[config.mk]
export PLATFORM = sky130hd
export DESIGN_NAME = lcabl_ctrl
export DESIGN_NICKNAME = d
export VERILOG_FILES = /design/src/sv/lcabl_pkg.sv /design/src/sv/lcabl_ctrl.sv
export SDC_FILE = /design/constraint.sdc
export NUM_CORES = 1
export LEC_CHECK = 0
export ABC_AREA = 1
export BUFFER_PORTS_ARGS = -buffer_cell sky130_fd_sc_hd__buf_2
export CAP_MARGIN = 25
export CORE_ASPECT_RATIO = 1.1
export CORE_MARGIN = 5
export CORE_UTILIZATION = 40
export CTS_BUF_LIST = sky130_fd_sc_hd__clkbuf_4
export DETAILED_ROUTE_END_ITERATION = 10
export MAX_ROUTING_LAYER = met4
export SLEW_MARGIN = 5
export SYNTH_ARGS = -nofsm -noshare
export SYNTH_HDL_FRONTEND = slang
export SYNTH_SLANG_ARGS = --single-unit
[constraint.sdc]
create_clock -name clk -period 1.9 [get_ports clk]
set_input_delay 0.095 -clock clk [delete_from_list [all_inputs] [get_ports clk]]
set_output_delay 0.095 -clock clk [all_outputs]
set_load 0.01 [all_outputs]
[src/sv/lcabl_pkg.sv]
// Shared types and constants for the binary-lifting common-ancestor block.
// Used by lcabl_ctrl, lcabl_dpath and tree_lca_binary_lifting.
`timescale 1ns / 1ps

package lcabl_pkg;

  // Field widths and stream widths
  localparam int NODE_W = 10;
  localparam int STAT_W = 2;
  localparam int IN_W   = 48;
  localparam int OUT_W  = 16;

  // Parameter defaults
  localparam int MAX_NODES_DEF = 1024;
  localparam int LEVELS_DEF    = 10;

  localparam logic [NODE_W-1:0] DEPTH_MAX = 10'd1023;

  // Opcodes
  localparam logic OPC_LOAD  = 1'b0;
  localparam logic OPC_QUERY = 1'b1;

  // Status codes
  localparam logic [STAT_W-1:0] ST_OK         = 2'd0;
  localparam logic [STAT_W-1:0] ST_BAD_PARENT = 2'd1;
  localparam logic [STAT_W-1:0] ST_BAD_QUERY  = 2'd2;

  // Datapath operations, one per cycle
  typedef enum logic [3:0] {
    OP_NONE,
    OP_CLEAR,
    OP_CAPTURE,
    OP_LD_CHK,
    OP_LD_FILL,
    OP_LD_WR,
    OP_Q_CHK,
    OP_LIFT,
    OP_LIFT_WT,
    OP_Q_CMP,
    OP_CLIMB,
    OP_FIN,
    OP_EMIT
  } dp_op_t;

  // Level counter control
  typedef enum logic [2:0] {
    LV_HOLD,
    LV_TOP,
    LV_ONE,
    LV_ZERO,
    LV_INC,
    LV_DEC
  } lvl_ctl_t;

  typedef struct packed {
    dp_op_t   op;
    lvl_ctl_t lvl;
  } dp_cmd_t;

  typedef struct packed {
    logic clr_last;   // clearing pass at last entry
    logic in_query;   // opcode of the item offered at the input
    logic ld_skip;    // load names node zero or out of range
    logic ld_bad;     // load parent not loaded
    logic q_bad;      // query node not loaded
    logic lift_need;  // remaining depth gap covers the current level
    logic lvl_zero;
    logic lvl_last;
    logic uv_eq;
    logic out_free;   // output register can take a result
  } dp_stat_t;

endpackage

[src/sv/lcabl_ctrl.sv]
// Sequencer for loads, queries and the clearing pass after reset.
// Depends on lcabl_pkg; drives lcabl_dpath by command struct.
`timescale 1ns / 1ps

module lcabl_ctrl #(
  parameter int LEVELS = lcabl_pkg::LEVELS_DEF
) (
  input  logic               clk,
  input  logic               rst,
  input  logic               s_tvalid,
  output logic               s_tready,
  input  lcabl_pkg::dp_stat_t stat,
  output lcabl_pkg::dp_cmd_t  cmd
);

  typedef enum logic [11:0] {
    S_CLR     = 12'b0000_0000_0001,
    S_IDLE    = 12'b0000_0000_0010,
    S_LD_CHK  = 12'b0000_0000_0100,
    S_LD_FILL = 12'b0000_0000_1000,
    S_LD_WR   = 12'b0000_0001_0000,
    S_Q_CHK   = 12'b0000_0010_0000,
    S_LIFT    = 12'b0000_0100_0000,
    S_LIFT_WT = 12'b0000_1000_0000,
    S_Q_CMP   = 12'b0001_0000_0000,
    S_CLIMB   = 12'b0010_0000_0000,
    S_FIN     = 12'b0100_0000_0000,
    S_DONE    = 12'b1000_0000_0000
  } state_t;

  state_t state, state_next;

  assign s_tready = (state == S_IDLE);

  // Pick the next state and the datapath command
  always_comb begin
    state_next = state;
    cmd.op     = lcabl_pkg::OP_NONE;
    cmd.lvl    = lcabl_pkg::LV_HOLD;
    unique case (state)
      S_CLR: begin
        cmd.op = lcabl_pkg::OP_CLEAR;
        if (stat.clr_last) state_next = S_IDLE;
      end
      S_IDLE: begin
        if (s_tvalid) begin
          cmd.op = lcabl_pkg::OP_CAPTURE;
          state_next = stat.in_query ? S_Q_CHK : S_LD_CHK;
        end
      end
      S_LD_CHK: begin
        cmd.op = lcabl_pkg::OP_LD_CHK;
        if (stat.ld_skip || stat.ld_bad) begin
          state_next = S_DONE;
        end else if (LEVELS == 1) begin
          cmd.lvl = lcabl_pkg::LV_ZERO;
          state_next = S_LD_WR;
        end else begin
          cmd.lvl = lcabl_pkg::LV_ONE;
          state_next = S_LD_FILL;
        end
      end
      S_LD_FILL: begin
        cmd.op = lcabl_pkg::OP_LD_FILL;
        if (stat.lvl_last) begin
          cmd.lvl = lcabl_pkg::LV_ZERO;
          state_next = S_LD_WR;
        end else begin
          cmd.lvl = lcabl_pkg::LV_INC;
        end
      end
      S_LD_WR: begin
        cmd.op  = lcabl_pkg::OP_LD_WR;
        cmd.lvl = lcabl_pkg::LV_INC;
        if (stat.lvl_last) state_next = S_DONE;
      end
      S_Q_CHK: begin
        cmd.op  = lcabl_pkg::OP_Q_CHK;
        cmd.lvl = lcabl_pkg::LV_TOP;
        state_next = stat.q_bad ? S_DONE : S_LIFT;
      end
      S_LIFT: begin
        cmd.op = lcabl_pkg::OP_LIFT;
        if (stat.lift_need) begin
          state_next = S_LIFT_WT;
        end else if (stat.lvl_zero) begin
          state_next = S_Q_CMP;
        end else begin
          cmd.lvl = lcabl_pkg::LV_DEC;
        end
      end
      S_LIFT_WT: begin
        cmd.op = lcabl_pkg::OP_LIFT_WT;
        state_next = S_LIFT;
      end
      S_Q_CMP: begin
        cmd.op  = lcabl_pkg::OP_Q_CMP;
        cmd.lvl = lcabl_pkg::LV_TOP;
        state_next = stat.uv_eq ? S_DONE : S_CLIMB;
      end
      S_CLIMB: begin
        cmd.op = lcabl_pkg::OP_CLIMB;
        if (stat.lvl_zero) begin
          state_next = S_FIN;
        end else begin
          cmd.lvl = lcabl_pkg::LV_DEC;
        end
      end
      S_FIN: begin
        cmd.op = lcabl_pkg::OP_FIN;
        state_next = S_DONE;
      end
      S_DONE: begin
        if (stat.out_free) begin
          cmd.op = lcabl_pkg::OP_EMIT;
          state_next = S_IDLE;
        end
      end
      default: begin
        state_next = S_CLR;
      end
    endcase
  end

  // State register
  always_ff @(posedge clk) begin
    if (rst) begin
      state <= S_CLR;
    end else begin
      state <= state_next;
    end
  end

endmodule

==> flow_summary.json <==
{
  "power_mw": 1.94,
  "vias": 1217,
  "finalHoldViolations": 0,
  "htree_levels": 1,
  "whs_ns": 0.0177,
  "cts_tree": "yes",
  "cp-start-kind": "flop",
  "grt_max_degree": 11,
  "drv_cap": 0,
  "antenna_left": 0,
  "syn_inst": 176,
  "grt_pass1_vias": 1110,
  "diodes": 0,
  "ys_seq_elements": 12,
  "switching_share": 0.542,
  "p_comb_frac": 0.711,
  "p_seq_frac": 0.198,
  "outcome": "finished, final reports clean",
  "synth_seq_area_share": 0.223,
  "top_register": "state",
  "first_pass_iters": 4,
  "drcViolationCount": 0,
  "drt_iter0_drc": 54,
  "row_count": 19,
  "wire_per_inst_um": 13.3,
  "reg.largest.list": "state (12)",
  "relSlewSlack": 0.711,
  "clockBufferDepth": 2,
  "cts.clk_slew.worst_paths_ns": 0.08,
  "fillers": 286,
  "cell_internal_pwr_mw": 0.889,
  "via_per_inst": 5.18,
  "switchingPower_mw": 1.05,
  "area_delta_synth_final_pct": 19.1,
  "wirelength_mm": 3.12,
  "cp_slowest_cell": "dfxtp_1",
  "grt_overflow": 0,
  "synth_area_um2": 1080,
  "min_path_type": "in2reg",
  "clk_latency_ns": 0.29,
  "cts-root-buf": "clkbuf_4",
  "ir_drop_mv": 0.737,
  "layout_min_cycle_time_ns": 1.81,
  "power_leakage_nw": 0.729,
  "dp_hpwl_mm": 2.54,
  "synth_fp_nets": 189,
  "fmax_ghz": 0.553,
  "maxSlewViolCount": 0,
  "cts.sinks": 12,
  "track_usage": 0.171,
  "max_stage_delay_ns": 0.36,
  "die_area_um2": 3830,
  "fin_crit_sh": 0.952,
  "finClkSkew_ns": 0.00168,
  "worstMarginPinSlew_ns": 0.430,
  "finalSetupViolCount": 0,
  "coreArea_um2": 2540,
  "portBuffers": 20,
  "crit_type": "reg2out",
  "gp_congestion": 0.947,
  "crit_top_cell": "nand2_1",
  "power_density_nw_per_um2": 1520,
  "die_y_um": 64.4,
  "path_cells": "nor2_1, nand2_2, nor2_4, nand2_1, nand2_1, a21oi_1, nand4_1, buf_2",
  "antenna_found_initial": 0,
  "rsz0062_at_grt": "true",
  "initial_core_util": 0.423,
  "crit_fanout": 7,
  "arrival_ns": 1.71,
  "cts_made_buffers": 3,
  "nets": 218,
  "die_w_um": 59.5,
  "clockPowerShare": 0.091,
  "yosys_warnings": 0,
  "largest_reg_flops": 12,
  "ys_types": 24,
  "critPathCaptureType": "output port",
  "avgSynthCellArea_um2": 6.11,
  "ios": 21,
  "drive_gt1_frac": 0.235,
  "required_ns": 1.80,
  "grt_pass1_wl_mm": 4.84
}
## area by class of cell
class | instances | area (µm²) | share of cell area
multi-input cells | 126 | 698 | 0.545
flip-flops and latches | 12 | 240 | 0.187
inverters | 38 | 148 | 0.115
repair buffers | 24 | 130 | 0.102
well taps | 31 | 38.8 | 0.0303
clock buffers | 3 | 22.5 | 0.0176
clock inverters | 1 | 3.75 | 0.00293
## synthesized netlist by cell type (all sizes together)
cell / n / share of area
inv: 37 / 0.13
nand2: 39 / 0.17
nand3: 25 / 0.14
nor2: 29 / 0.15
nand4: 9 / 0.058
nand3b: 3 / 0.021
clkinv: 1 / 0.0035
nor3: 9 / 0.052
o21ai: 5 / 0.027
dfxtp: 12 / 0.22
a21oi: 6 / 0.028
a31oi: 1 / 0.0058
## through the flow
stage	utilization	cells	area (µm²)	setup slack (ns)	setup TNS (ns)
floorplan	-	176	1080	0.538	0
global placement	0.478	227	1210	0.349	0
detailed placement	0.478	227	1210	0.358	0
CTS	0.488	231	1240	0.0979	0
global route	0.504	235	1280	-0.00891	-0.00891
finish	0.504	235	1280	0.0921	0
## layer usage
metal / global-route usage / vias to the layer above / routed length (µm)
met4: 0.0822 / 0 / 102
li1: - / 618 / -
met2: 0.268 / 43 / 1470
met3: 0.0322 / 13 / 198
met5: - / - / 0
met1: 0.206 / 543 / 1350
## logic make-up (layout without fill, tap and decap cells)
| group | after synthesis | count (layout) | share of synthesized area |
|---|---|---|---|
| buf+inv | 38 | 66 | 0.135 |
| flops | 12 | 12 | 0.223 |
| compound gates | 12 | 12 | 0.0605 |
| simple gates | 114 | 114 | 0.581 |
## repair_timing
item	4_1_cts	5_1_grt
setup buffers	0	4
endpoints found under the setup margin	0	2
resized for setup	0	2
hold buffers	0	0
## cell usage in the layout (no fill, tap or decap), drive strengths merged
master  instances
o21ai           5
nand2          39
nand3b          3
nand4           9
inv            37
nor2           29
clkbuf          3
a31oi           1
nor3            9
dfxtp          12
nand3          25
buf            24
clkinv          2
a21oi           6
## path summary, 6_finish.rpt
check	from	endpoint	slack, ns	depth (start not counted)
setup reg to reg	state[2]	state[11]	0.13	13
hold reg to reg	state[3]	state[3]	0.55	2
setup / recovery	state[2]	cmd[4]	0.09	8
hold / removal	rst	state[1]	0.02	2
## critical path: cells and delay by family, from the launching register on
family | cells | cell delay, ns
buffers and inverters | 1 | 0.14
and+or+nand+nor | 6 | 0.85
DFF | 1 | 0.36
AOI/OAI and AO/OA | 1 | 0.07
## power by group through the flow
stage	combinational, mW	clock (mW)	sequential, mW
finish	1.38	0.177	0.384
global route	1.54	0.197	0.393
CTS	1.30	0.180	0.384
detailed placement	1.29	0	0.389
global placement	1.30	0	0.386
floorplan	1.01	0	0.376
Power figures use the tool's default switching activity.
